**src/hexseg_pkg.sv**
```systemverilog
`timescale 1ns / 1ps
// Package for the seven-segment rectangle generator.
// Holds the request/command/job types, field widths, segment codes and the glyph table.
package hexseg_pkg;

  localparam int COORD_W   = 8;
  localparam int RECT_XY_W = 9;
  localparam int RECT_WH_W = 6;
  localparam int COLOR_W   = 16;
  localparam int VALUE_W   = 32;
  localparam int COUNT_W   = 4;
  localparam int CODE_W    = 5;
  localparam int SEG_N     = 7;
  localparam int SEG_IDX_W = 3;

  localparam int DEF_SEGMENT_WIDTH  = 12;
  localparam int DEF_SEGMENT_HEIGHT = 20;
  localparam int DEF_DIGIT_PITCH    = 16;
  localparam int DEF_MAX_DIGITS     = 8;
  localparam int DEF_QUEUE_DEPTH    = 4;

  localparam logic [CODE_W-1:0] GLYPH_H = 5'd16;

  localparam logic OP_GLYPH = 1'b0;
  localparam logic OP_HEX   = 1'b1;

  // segment emit order
  localparam logic [SEG_IDX_W-1:0] SEG_A = 3'd0;
  localparam logic [SEG_IDX_W-1:0] SEG_G = 3'd1;
  localparam logic [SEG_IDX_W-1:0] SEG_D = 3'd2;
  localparam logic [SEG_IDX_W-1:0] SEG_F = 3'd3;
  localparam logic [SEG_IDX_W-1:0] SEG_B = 3'd4;
  localparam logic [SEG_IDX_W-1:0] SEG_E = 3'd5;
  localparam logic [SEG_IDX_W-1:0] SEG_C = 3'd6;

  typedef struct packed {
    logic                 op;
    logic [COORD_W-1:0]   origin_x;
    logic [COORD_W-1:0]   origin_y;
    logic [COLOR_W-1:0]   color;
    logic [VALUE_W-1:0]   value;
    logic [COUNT_W-1:0]   digit_count;
  } in_item_t;

  typedef struct packed {
    logic [RECT_XY_W-1:0] rect_x;
    logic [RECT_XY_W-1:0] rect_y;
    logic [RECT_WH_W-1:0] rect_w;
    logic [RECT_WH_W-1:0] rect_h;
    logic [COLOR_W-1:0]   rect_color;
    logic                 bad_code;
    logic                 last;
  } out_item_t;

  // one glyph to draw, passed from front to back
  typedef struct packed {
    logic [COORD_W-1:0]   x;
    logic [COORD_W-1:0]   y;
    logic [COLOR_W-1:0]   color;
    logic [CODE_W-1:0]    code;
    logic                 bad;
    logic                 last;
  } glyph_job_t;

  // abcdefg mask, bit 6 = a ... bit 0 = g
  function automatic logic [SEG_N-1:0] glyph_mask(input logic [CODE_W-1:0] code);
    logic [SEG_N-1:0] m;
    begin
      case (code)
        5'd0:    m = 7'b1111110;
        5'd1:    m = 7'b0110000;
        5'd2:    m = 7'b1101101;
        5'd3:    m = 7'b1111001;
        5'd4:    m = 7'b0110011;
        5'd5:    m = 7'b1011011;
        5'd6:    m = 7'b1011111;
        5'd7:    m = 7'b1110000;
        5'd8:    m = 7'b1111111;
        5'd9:    m = 7'b1111011;
        5'd10:   m = 7'b1110111;
        5'd11:   m = 7'b0011111;
        5'd12:   m = 7'b1001110;
        5'd13:   m = 7'b0111101;
        5'd14:   m = 7'b1001111;
        5'd15:   m = 7'b1000111;
        5'd16:   m = 7'b0010111;
        default: m = 7'b0000000;
      endcase
      return m;
    end
  endfunction

  // reorder abcdefg into emit order a,g,d,f,b,e,c (bit 0 first)
  function automatic logic [SEG_N-1:0] emit_order(input logic [SEG_N-1:0] m);
    return {m[4], m[2], m[5], m[1], m[3], m[0], m[6]};
  endfunction

endpackage

```
**src/hex_seven_segment_rect_generator.sv**
```systemverilog
`timescale 1ns / 1ps
// Throughput: one command per cycle out of the segment walker while results are popped;
// the front end splits the next request while the walker drains earlier jobs.
// The segment walker emitting one rectangle a cycle, unless pop holds it, sets the rate.
// Reset: synchronous active-low rst_n empties the job queue and output register.
module hex_seven_segment_rect_generator #(
  parameter int SEGMENT_WIDTH  = hexseg_pkg::DEF_SEGMENT_WIDTH,
  parameter int SEGMENT_HEIGHT = hexseg_pkg::DEF_SEGMENT_HEIGHT,
  parameter int DIGIT_PITCH    = hexseg_pkg::DEF_DIGIT_PITCH,
  parameter int MAX_DIGITS     = hexseg_pkg::DEF_MAX_DIGITS,
  parameter int QUEUE_DEPTH    = hexseg_pkg::DEF_QUEUE_DEPTH
) (
  input  logic                   clk,
  input  logic                   rst_n,
  input  logic                   push,
  output logic                   full,
  input  hexseg_pkg::in_item_t   in_item,
  output logic                   empty,
  input  logic                   pop,
  output hexseg_pkg::out_item_t  out_item
);

  hexseg_pkg::glyph_job_t  job_in, job_out;
  logic                    job_push, job_full, job_pop, job_empty;

  hexseg_front #(
    .DIGIT_PITCH (DIGIT_PITCH),
    .MAX_DIGITS  (MAX_DIGITS)
  ) u_front (
    .clk      (clk),
    .rst_n    (rst_n),
    .push     (push),
    .full     (full),
    .in_item  (in_item),
    .job_push (job_push),
    .job_full (job_full),
    .job      (job_in)
  );

  hexseg_queue #(
    .DEPTH (QUEUE_DEPTH)
  ) u_queue (
    .clk     (clk),
    .rst_n   (rst_n),
    .wr_en   (job_push),
    .q_full  (job_full),
    .wr_data (job_in),
    .rd_en   (job_pop),
    .q_empty (job_empty),
    .rd_data (job_out)
  );

  hexseg_back #(
    .SEGMENT_WIDTH  (SEGMENT_WIDTH),
    .SEGMENT_HEIGHT (SEGMENT_HEIGHT)
  ) u_back (
    .clk      (clk),
    .rst_n    (rst_n),
    .q_empty  (job_empty),
    .q_data   (job_out),
    .q_pop    (job_pop),
    .empty    (empty),
    .pop      (pop),
    .out_item (out_item)
  );

endmodule

```
**src/hexseg_front.sv**
```systemverilog
`timescale 1ns / 1ps
// Front end: splits each request into glyph jobs, one per cycle unless job_full.
// Depends on hexseg_pkg.
module hexseg_front #(
  parameter int DIGIT_PITCH = hexseg_pkg::DEF_DIGIT_PITCH,
  parameter int MAX_DIGITS  = hexseg_pkg::DEF_MAX_DIGITS
) (
  input  logic                    clk,
  input  logic                    rst_n,
  input  logic                    push,
  output logic                    full,
  input  hexseg_pkg::in_item_t    in_item,
  output logic                    job_push,
  input  logic                    job_full,
  output hexseg_pkg::glyph_job_t  job
);

  logic                                busy_r, busy_nxt;
  logic                                hex_r, hex_nxt;
  logic [hexseg_pkg::COUNT_W-1:0]      cnt_r, cnt_nxt;
  logic [hexseg_pkg::COORD_W-1:0]      x_r, x_nxt;
  logic [hexseg_pkg::COORD_W-1:0]      y_r, y_nxt;
  logic [hexseg_pkg::COLOR_W-1:0]      color_r, color_nxt;
  logic [hexseg_pkg::VALUE_W-1:0]      value_r, value_nxt;

  logic                                accept;
  logic [hexseg_pkg::COUNT_W-1:0]      digits;
  logic [2:0]                          nib_idx;
  logic [hexseg_pkg::VALUE_W-1:0]      shifted;
  logic                                glyph_bad;

  assign full   = busy_r;
  assign accept = push && !busy_r;

  always_comb begin
    if (in_item.digit_count == '0) begin
      digits = 4'd1;
    end else if (in_item.digit_count > 4'(MAX_DIGITS)) begin
      digits = 4'(MAX_DIGITS);
    end else begin
      digits = in_item.digit_count;
    end
  end

  // jobs left counts the 'h' as well, so digit index is cnt - 2
  assign nib_idx   = 3'(cnt_r - 4'd2);
  assign shifted   = value_r >> {nib_idx, 2'b00};
  assign glyph_bad = value_r > 32'(hexseg_pkg::GLYPH_H);

  always_comb begin
    job.x     = x_r;
    job.y     = y_r;
    job.color = color_r;
    job.last  = (cnt_r == 4'd1);
    job.bad   = 1'b0;
    if (!hex_r) begin
      job.bad  = glyph_bad;
      job.code = glyph_bad ? '0 : value_r[hexseg_pkg::CODE_W-1:0];
    end else if (cnt_r == 4'd1) begin
      job.code = hexseg_pkg::GLYPH_H;
    end else begin
      job.code = {1'b0, shifted[3:0]};
    end
  end

  assign job_push = busy_r && !job_full;

  always_comb begin
    busy_nxt  = busy_r;
    hex_nxt   = hex_r;
    cnt_nxt   = cnt_r;
    x_nxt     = x_r;
    y_nxt     = y_r;
    color_nxt = color_r;
    value_nxt = value_r;
    if (accept) begin
      busy_nxt  = 1'b1;
      hex_nxt   = (in_item.op == hexseg_pkg::OP_HEX);
      cnt_nxt   = (in_item.op == hexseg_pkg::OP_HEX) ? 4'(digits + 4'd1) : 4'd1;
      x_nxt     = in_item.origin_x;
      y_nxt     = in_item.origin_y;
      color_nxt = in_item.color;
      value_nxt = in_item.value;
    end else if (job_push) begin
      cnt_nxt = 4'(cnt_r - 4'd1);
      x_nxt   = 8'(x_r + 8'(DIGIT_PITCH));
      if (cnt_r == 4'd1) begin
        busy_nxt = 1'b0;
      end
    end
  end

  always_ff @(posedge clk) begin
    if (!rst_n) begin
      busy_r <= 1'b0;
      hex_r  <= 1'b0;
      cnt_r  <= '0;
    end else begin
      busy_r <= busy_nxt;
      hex_r  <= hex_nxt;
      cnt_r  <= cnt_nxt;
    end
    x_r     <= x_nxt;
    y_r     <= y_nxt;
    color_r <= color_nxt;
    value_r <= value_nxt;
  end

  assert property (@(posedge clk) disable iff (!rst_n) busy_r |-> cnt_r != '0)
    else $error("front busy with no jobs left");

endmodule

```
**src/hexseg_queue.sv**
```systemverilog
`timescale 1ns / 1ps
// Short job queue between front and back ends.
// Depends on hexseg_pkg for the job type.
module hexseg_queue #(
  parameter int DEPTH = hexseg_pkg::DEF_QUEUE_DEPTH
) (
  input  logic                    clk,
  input  logic                    rst_n,
  input  logic                    wr_en,
  output logic                    q_full,
  input  hexseg_pkg::glyph_job_t  wr_data,
  input  logic                    rd_en,
  output logic                    q_empty,
  output hexseg_pkg::glyph_job_t  rd_data
);

  localparam int PTR_W = (DEPTH > 1) ? $clog2(DEPTH) : 1;
  localparam int CNT_W = $clog2(DEPTH + 1);

  hexseg_pkg::glyph_job_t  slot_r [DEPTH];
  logic [PTR_W-1:0]        wp_r, wp_nxt;
  logic [PTR_W-1:0]        rp_r, rp_nxt;
  logic [CNT_W-1:0]        cnt_r, cnt_nxt;
  logic                    do_wr, do_rd;

  assign q_full  = (cnt_r == CNT_W'(DEPTH));
  assign q_empty = (cnt_r == '0);
  assign do_wr   = wr_en && !q_full;
  assign do_rd   = rd_en && !q_empty;
  assign rd_data = slot_r[rp_r];

  always_comb begin
    wp_nxt = wp_r;
    rp_nxt = rp_r;
    if (do_wr) begin
      wp_nxt = (wp_r == PTR_W'(DEPTH - 1)) ? '0 : PTR_W'(wp_r + 1'b1);
    end
    if (do_rd) begin
      rp_nxt = (rp_r == PTR_W'(DEPTH - 1)) ? '0 : PTR_W'(rp_r + 1'b1);
    end
    cnt_nxt = CNT_W'(cnt_r + CNT_W'(do_wr) - CNT_W'(do_rd));
  end

  always_ff @(posedge clk) begin
    if (!rst_n) begin
      wp_r  <= '0;
      rp_r  <= '0;
      cnt_r <= '0;
    end else begin
      wp_r  <= wp_nxt;
      rp_r  <= rp_nxt;
      cnt_r <= cnt_nxt;
    end
    if (do_wr) begin
      slot_r[wp_r] <= wr_data;
    end
  end

  assert property (@(posedge clk) disable iff (!rst_n) cnt_r <= CNT_W'(DEPTH))
    else $error("queue count above depth");

endmodule

```
**src/hexseg_back.sv**
```systemverilog
`timescale 1ns / 1ps
// Back end: walks each glyph job's lit segments; one rectangle per cycle while popped.
// Depends on hexseg_pkg; holds the output register.
module hexseg_back #(
  parameter int SEGMENT_WIDTH  = hexseg_pkg::DEF_SEGMENT_WIDTH,
  parameter int SEGMENT_HEIGHT = hexseg_pkg::DEF_SEGMENT_HEIGHT
) (
  input  logic                    clk,
  input  logic                    rst_n,
  input  logic                    q_empty,
  input  hexseg_pkg::glyph_job_t  q_data,
  output logic                    q_pop,
  output logic                    empty,
  input  logic                    pop,
  output hexseg_pkg::out_item_t   out_item
);

  localparam int HALF = SEGMENT_HEIGHT / 2;
  localparam logic [hexseg_pkg::RECT_XY_W-1:0] XO_MID   = 9'd2;
  localparam logic [hexseg_pkg::RECT_XY_W-1:0] XO_RIGHT = 9'(SEGMENT_WIDTH - 2);
  localparam logic [hexseg_pkg::RECT_XY_W-1:0] YO_MID   = 9'(HALF - 1);
  localparam logic [hexseg_pkg::RECT_XY_W-1:0] YO_BOT   = 9'(SEGMENT_HEIGHT - 2);
  localparam logic [hexseg_pkg::RECT_XY_W-1:0] YO_UPPER = 9'd2;
  localparam logic [hexseg_pkg::RECT_XY_W-1:0] YO_LOWER = 9'(HALF + 1);
  localparam logic [hexseg_pkg::RECT_WH_W-1:0] BAR_LEN  = 6'(SEGMENT_WIDTH - 4);
  localparam logic [hexseg_pkg::RECT_WH_W-1:0] SIDE_LEN = 6'(HALF - 3);
  localparam logic [hexseg_pkg::RECT_WH_W-1:0] THICK    = 6'd2;

  logic                                  busy_r, busy_nxt;
  hexseg_pkg::glyph_job_t                job_r;
  logic [hexseg_pkg::SEG_N-1:0]          rem_r, rem_nxt;
  logic                                  out_valid_r;
  hexseg_pkg::out_item_t                 out_r, rect;

  logic                                  step, done, load;
  logic [hexseg_pkg::SEG_IDX_W-1:0]      seg;
  logic [hexseg_pkg::SEG_N-1:0]          rem_clr;
  logic [hexseg_pkg::RECT_XY_W-1:0]      xo, yo;
  logic [hexseg_pkg::RECT_WH_W-1:0]      w, h;

  // lowest remaining segment in emit order
  always_comb begin
    seg = '0;
    for (int i = hexseg_pkg::SEG_N - 1; i >= 0; i--) begin
      if (rem_r[i]) begin
        seg = hexseg_pkg::SEG_IDX_W'(i);
      end
    end
  end

  assign rem_clr = rem_r & ~(hexseg_pkg::SEG_N'(1) << seg);
  assign step    = busy_r && (!out_valid_r || pop);
  assign done    = job_r.bad || (rem_clr == '0);
  assign load    = !q_empty && (!busy_r || (step && done));
  assign q_pop   = load;

  always_comb begin
    case (seg)
      hexseg_pkg::SEG_A: begin xo = XO_MID;   yo = '0;       w = BAR_LEN; h = THICK;    end
      hexseg_pkg::SEG_G: begin xo = XO_MID;   yo = YO_MID;   w = BAR_LEN; h = THICK;    end
      hexseg_pkg::SEG_D: begin xo = XO_MID;   yo = YO_BOT;   w = BAR_LEN; h = THICK;    end
      hexseg_pkg::SEG_F: begin xo = '0;       yo = YO_UPPER; w = THICK;   h = SIDE_LEN; end
      hexseg_pkg::SEG_B: begin xo = XO_RIGHT; yo = YO_UPPER; w = THICK;   h = SIDE_LEN; end
      hexseg_pkg::SEG_E: begin xo = '0;       yo = YO_LOWER; w = THICK;   h = SIDE_LEN; end
      hexseg_pkg::SEG_C: begin xo = XO_RIGHT; yo = YO_LOWER; w = THICK;   h = SIDE_LEN; end
      default:           begin xo = '0;       yo = '0;       w = '0;      h = '0;       end
    endcase
  end

  always_comb begin
    if (job_r.bad) begin
      rect          = '0;
      rect.bad_code = 1'b1;
      rect.last     = job_r.last;
    end else begin
      rect.rect_x     = 9'({1'b0, job_r.x} + xo);
      rect.rect_y     = 9'({1'b0, job_r.y} + yo);
      rect.rect_w     = w;
      rect.rect_h     = h;
      rect.rect_color = job_r.color;
      rect.bad_code   = 1'b0;
      rect.last       = job_r.last && done;
    end
  end

  always_comb begin
    busy_nxt = busy_r;
    rem_nxt  = rem_r;
    if (load) begin
      busy_nxt = 1'b1;
      rem_nxt  = hexseg_pkg::emit_order(hexseg_pkg::glyph_mask(q_data.code));
    end else if (step) begin
      rem_nxt = rem_clr;
      if (done) begin
        busy_nxt = 1'b0;
      end
    end
  end

  always_ff @(posedge clk) begin
    if (!rst_n) begin
      busy_r      <= 1'b0;
      out_valid_r <= 1'b0;
    end else begin
      busy_r <= busy_nxt;
      if (step) begin
        out_valid_r <= 1'b1;
      end else if (pop) begin
        out_valid_r <= 1'b0;
      end
    end
    rem_r <= rem_nxt;
    if (load) begin
      job_r <= q_data;
    end
    if (step) begin
      out_r <= rect;
    end
  end

  assign empty    = !out_valid_r;
  assign out_item = out_r;

  assert property (@(posedge clk) disable iff (!rst_n)
    busy_r |-> (job_r.bad || rem_r != '0))
    else $error("back busy on a glyph with nothing left to draw");

  assert property (@(posedge clk) disable iff (!rst_n)
    (out_valid_r && !pop) |=> $stable(out_r))
    else $error("waiting rectangle overwritten");

  assert property (@(posedge clk) disable iff (!rst_n)
    (step && job_r.bad) |-> done)
    else $error("bad glyph request produced more than one command");

endmodule

```
**config.mk**
```make
export PLATFORM = sky130hd
export DESIGN_NAME = hex_seven_segment_rect_generator
export DESIGN_NICKNAME = d
export VERILOG_FILES = /design/src/hexseg_pkg.sv /design/src/hex_seven_segment_rect_generator.sv /design/src/hexseg_front.sv /design/src/hexseg_queue.sv /design/src/hexseg_back.sv
export SDC_FILE = /design/constraint.sdc
export NUM_CORES = 1
export LEC_CHECK = 0
export ABC_AREA = 0
export BUFFER_PORTS_ARGS = -buffer_cell sky130_fd_sc_hd__clkbuf_2
export CORE_MARGIN = 5
export CORE_UTILIZATION = 45
export DETAILED_ROUTE_END_ITERATION = 10
export HOLD_SLACK_MARGIN = 0.05
export PLACE_DENSITY = 0.65
export SYNTH_ARGS = -nofsm -noshare
export SYNTH_HDL_FRONTEND = slang
export SYNTH_HIERARCHICAL = 1
export SYNTH_SLANG_ARGS = --single-unit
```
**constraint.sdc**
```tcl
create_clock -name clk -period 6.51 [get_ports clk]
set_clock_uncertainty 0.1 [all_clocks]
set_input_delay 0.3255 -clock clk [delete_from_list [all_inputs] [get_ports clk]]
set_output_delay 0.3255 -clock clk [all_outputs]
set_load 0.005 [all_outputs]
```
==> metrics.yaml, run 1 <==
yosys:
  ys_seq_area_frac: 0.743
  avgSynthCellArea_um2: 18.0
  synthFlopType: "edfxtp_1"
  synth_cell_types: 61
  synth_area_mm2: 0.0126
  synthCells: 701
  ys_ff_latch: 317
  async_flop_share: 0
  yosysWarnings: 6
  synth-edff-count: 300
clocking:
  clk_pin_slew_ps: 60
  cts_repair_resize_count: 0
  cts_max_level: 2
  clockRootBuffer: "clkbuf_16"
  clk_path_buf_depth: 3
  clock-sinks: 317
  cts_tree: "done"
  clkLatencyLatePin_ps: 500
  post_cts_buffers: 0
  numCtsBuffers: 34
power_and_ir_drop:
  p_int_mw: 4.70
  power_leakage_nw: 5.42
  p_per_area_mw_per_mm2: 422
  ir_worst_vdd_v: 0.000274
  p_total_mw: 6.49
  switching_power_mw: 1.78
  power_frac_comb: 0.229
  switching_share: 0.275
  power_frac_clock: 0.305
  p_seq_frac: 0.466
routing:
  highest_layer: "met4"
  vias: 6458
  viasPerCell: 4.95
  met1_length_um: 9580
  drcViolationCount: 0
  wl_met2_um: 11400
  first_pass_iters: 4
  drtIter0Drc: 452
  ant_nets: 0
  drt_wl_total_um: 22700
  wire_per_inst_um: 17.4
  wl_met3_um: 1390
timing:
  tightest_slew_ps: 1000
  relSlewSlack: 0.331
  grt_setup_unrepaired: "false"
  period_minus_slack_ps: 3290
  final-setup-viol-count: 0
  maxSlewViolCount: 0
  hold_viol: 0
  finalCritPeriodShare: 0.506
  max_freq_ghz: 0.304
  tns_ps: 0
place:
  port_buffers: 115
  gp_routability_congestion: 0.793
  dp_hpwl_um: 14000
grt:
  grt_max_degree: 54
  grt_use_total: 0.149
  gr-total-overflow: 0
  grt_first_pass_wirelength_um: 36300
  antenna_found_initial: 1
  grt_pass1_vias: 6629
die:
  die-height_um: 177
  die_x_um: 177
  start_util: 0.454
  floorplan.rows: 61
  io_pins: 123
  die-area_mm2: 0.0314
  core_area_mm2: 0.0277
final_layout:
  n_antenna_cell: 0
  area_delta_synth_final_pct: 22.2
  nNetsFinal: 1000
  drive_gt1_frac: 0.267
setup_path:
  cp_slowest_stage_delay_ps: 580
  path_class: "flip-flop to flip-flop"
  critPathBufInv: 2
  crit_fanout: 8
  end_kind: "flip-flop"
  crit_chain: "or4_4, o31ai_4, o2111ai_2, o22ai_4, o31ai_1, inv_1, ha_1, inv_1, ha_1, fa_1, xnor2_1, xnor2_1, and2_1"
  crit_family: "compound AO/OA/AOI/OAI gates"
  required_ps: 6800
  critPathSlowestCell: "or4_4"
  crit_arrival_ps: 3580
  worst_setup_path_start_kind: "flip-flop"
outcome:
  status: "completed"
hold_path:
  hold_path.class: "primary input to flip-flop"
run:
  cap_violations: 0
state kept, by name, indices dropped and copies added (netlist names), named ones only:
register            flops
u_front/cnt_r           4
u_back/rem_r            7
u_front/value_r        32
u_front/y_r             8
u_back/busy_r           1
u_queue/cnt_r           3
u_front/color_r        16
u_back/out_valid_r      1
u_back/job_r           34
u_front/x_r             8
u_back/out_item        39
u_front/full            1
u_queue/slot_r        156
u_queue/wp_r            2
u_queue/rp_r            2
u_front/hex_r           1
layout make-up:
cell class,count,area (um2)
multi-input cells,339,3010
clock buffers,45,943
well taps,378,473
clock inverters,16,229
repair buffers,189,1290
inverters,20,75.1
flip-flops and latches,317,9350
fillers,2135,12300
layer usage:
layer,GRT usage,vias up
met5,0,-
met4,0.0345,0
met3,0.0335,28
met2,0.253,163
met1,0.197,3161
li1,-,3106
tightest hold or removal path: cells and delay by family:
family | cells | cell delay (ps)
and+or+nand+nor | 1 | 60
buffers and inverters | 1 | 90
AOI/OAI and AO/OA | 2 | 160
cells in the final DEF, fill, tap and decap left out, types with 8 or more instances in the layout:
cell	Yosys	layout
nand2b_1	8	8
clkbuf_16	0	35
edfxtp_1	300	300
mux2i_1	18	18
dlygate4sd3_1	0	65
a21oi_1	13	13
xnor2_1	11	11
mux4_2	39	39
and2_1	13	8
clkbuf_2	1	115
o21ai_0	13	13
mux2_2	10	10
dfxtp_1	17	15
ha_1	24	24
nand2_1	26	26
buf_4	12	9
nor2_1	40	40
inv_1	20	20
nor2b_1	30	29
synth_stat cells, types with 11 or more instances:
| master | number | area, um2 |
|---|---|---|
| xnor2_1 | 11 | 96.3 |
| ha_1 | 24 | 300 |
| mux2i_1 | 18 | 180 |
| a21oi_1 | 13 | 65.1 |
| mux4_2 | 39 | 878 |
| edfxtp_1 | 300 | 9010 |
| inv_1 | 20 | 75.1 |
| nor2_1 | 40 | 150 |
| nand2_1 | 26 | 97.6 |
| o21ai_0 | 13 | 65.1 |
| and2_1 | 13 | 81.3 |
| dfxtp_1 | 17 | 340 |
| buf_4 | 12 | 90.1 |
| nor2b_1 | 30 | 188 |
cell families (layout without fill, tap and decap cells):
kind of cell,after synthesis,count (layout),share of synthesized area
simple gates,150,150,0.0627
xor+xnor,17,17,0.0118
flops,317,317,0.743
compound gates,71,71,0.0408
buf+inv,51,270,0.0206
other cells,1,7,0.000298
mux,67,67,0.0931
fa+ha+maj,27,27,0.0278
stage by stage:
stage	hold slack (ps)	instance area, um2	instances	setup slack [ps]	utilization
6_report	84.1	15400	1304	3220	0.555
3_3_place_gp	378	13600	1178	3320	0.489
2_1_floorplan	324	12600	707	2600	-
3_5_place_dp	386	13600	1178	3240	0.489
5_1_grt	89.4	15400	1304	3030	0.555
4_1_cts	76.3	15400	1304	3230	0.555
repair_timing:
action	in CTS	in global routing
setup endpoints to repair	0	0
endpoints found under the hold margin	65	0
hold buffers	65	0
power groups by stage:
stage          registers, mW  logic, mW  clock network (mW)
6_report                3.03       1.49                1.98
3_5_place_dp            3.08       1.48                   0
5_1_grt                 3.08       1.67                2.12
3_3_place_gp            3.06       1.47                   0
4_1_cts                 3.03       1.52                2.03
2_1_floorplan           2.97       1.13                   0
worst paths after layout:
check,end,cells past startpoint,start,slack (ps)
max,u_queue/cnt_r[2],13,u_back/rem_r[1],3220
min,u_front/cnt_r[1],4,in_item[68],80
max reg2reg,u_queue/cnt_r[2],13,u_back/rem_r[1],3220
min reg2reg,u_queue/slot_r[0][11],0,u_front/color_r[4],400
Power figures use the tool's default switching activity.
==> run 2: changes to the inputs <==
- PLACE_DENSITY: 0.65 -> 0.68
- clock period: 6.51 -> 2.8 ns (I/O delays scaled with it)
==> metrics.yaml, run 2 (synthesis results as in run 1) <==
outcome:
  status: "finished with violations"
  violations: "setup timing"
power_and_ir_drop:
  p_seq_frac: 0.456
  p_int_mw: 10.9
  power_leakage_nw: 5.58
  p_per_area_mw_per_mm2: 966
  power_frac_clock: 0.273
  ir_worst_vdd_v: 0.000540
  switching_share: 0.283
  p_total_mw: 15.2
  power_frac_comb: 0.271
  switching_power_mw: 4.29
clocking:
  clkLatencyLatePin_ps: 500
  clockRootBuffer: "clkbuf_16"
  numCtsBuffers: 34
  clk_path_buf_depth: 3
  clk_pin_slew_ps: 60
  clock-sinks: 317
  cts_max_level: 2
  cts_tree: "done"
grt:
  grt_first_pass_wirelength_um: 37100
  antenna_found_initial: 0
  grt_max_degree: 47
  grt_pass1_vias: 7031
  gr-total-overflow: 0
  grt_use_total: 0.151
routing:
  vias: 6764
  drtIter0Drc: 435
  ant_nets: 0
  wire_per_inst_um: 17.3
  first_pass_iters: 5
  viasPerCell: 5.02
  drt_wl_total_um: 23400
  drcViolationCount: 0
place:
  port_buffers: 115
  placed_area_mm2: 0.0137
  gp_routability_congestion: 0.830
  dp_slack_ps: -255
  dp_hpwl_um: 14300
  dp_cells: 1199
setup_path:
  crit_fanout: 4
  path_class: "flip-flop to flip-flop"
  worst_setup_path_start_kind: "flip-flop"
  crit_arrival_ps: 3290
  end_kind: "flip-flop"
  required_ps: 3090
  rr_worst_depth: 13
  rrSetupSlack_ps: -190
final_layout:
  largest_reg_flops: 156
  n_antenna_cell: 0
  instances_no_fill: 1348
  largest-register: "u_queue/slot_r"
  final_common_cell: "edfxtp_1"
  fin_util: 0.567
  nNetsFinal: 1045
  fin_area_mm2: 0.0157
  drive_gt1_frac: 0.291
  final_cell_mix: "edfxtp_1, clkbuf_2, dlygate4sd3_1, nor2_1, mux4_2"
  area_delta_synth_final_pct: 24.9
timing:
  finalCritPeriodShare: 1.07
  hold_ws_ps: 249
  layout_setup_ws_ps: -195
  tightest_slew_ps: 1130
  max_freq_ghz: 0.334
  maxSlewViolCount: 0
  hold_viol: 0
  grt_setup_unrepaired: "true"
  relSlewSlack: 0.244
  tns_ps: -350
  period_minus_slack_ps: 2990
  final-setup-viol-count: 2
die:
  core_area_mm2: 0.0277
  die-height_um: 177
  die_x_um: 177
  start_util: 0.454
  die-area_mm2: 0.0314
  io_pins: 123
  floorplan.rows: 61
hold_path:
  hold_path.class: "primary input to flip-flop"
  hold_depth: 2
run:
  cap_violations: 0
## run 2: cell types whose count changed in the layout (fill, tap and decap cells not counted), sizes merged
cell / before / now
clkbuf: 160 / 158
dlygate4sd3: 65 / 82
inv: 22 / 21
buf: 9 / 37
clkinvlp: 2 / 3
clkinv: 7 / 12
bufinv: 5 / 1
## run 2: final timing paths
kind,endpoint,start
hold / removal,u_front/y_r[7],in_item[59]
setup / recovery,u_queue/cnt_r[2],u_back/rem_r[0]
hold reg to reg,u_queue/slot_r[2][22],u_front/color_r[15]
setup reg to reg,u_queue/cnt_r[2],u_back/rem_r[0]
## run 2: layout make-up
cell class | instances | area (um2)
sequential | 317 | 9350
multi-input combinational | 339 | 3100
inverter | 20 | 75.1
fill | 2112 | 12000
tap | 378 | 473
timing repair buffer | 234 | 1680
clock inverter | 17 | 118
clock buffer | 43 | 926
## run 2: repair_timing
| item | 4_1_cts | 5_1_grt |
|---|---|---|
| gates resized for setup | 3 | 14 |
| hold buffers | 82 | 0 |
| endpoints found under the hold margin | 81 | 0 |
| pin swaps | 4 | 12 |
| buffers inserted | 2 | 6 |
| endpoints found under the setup margin | 2 | 14 |
## run 2: critical path, stage by stage, from the launching register on
cell and delay [ps]:
edfxtp_1 440, or4_4 520, o31ai_4 240, o2111ai_4 180, o22ai_4 180, o31ai_4 100
inv_1 60, ha_1 110, inv_1 40, ha_2 170, fa_2 350, xnor2_2 140
xnor2_1 110, and2_1 140
## run 2: layer usage
layer / share of wire / vias to the layer above / global-route usage
met5: 0 / - / 0
met4: 0.019 / 0 / 0.0426
met3: 0.053 / 38 / 0.0286
met2: 0.50 / 185 / 0.254
met1: 0.43 / 3335 / 0.202
li1: - / 3206 / -
## run 2: power groups by stage
stage                     Combinational (mW)  Clock, mW  Sequential [mW]
after CTS                               3.97       4.26             6.92
after detailed placement                3.78          0             7.02
final                                   4.12       4.14             6.92
after global routing                    4.54       4.47             7.02
after global placement                  3.72          0             6.99
after floorplan                         2.64          0             6.90
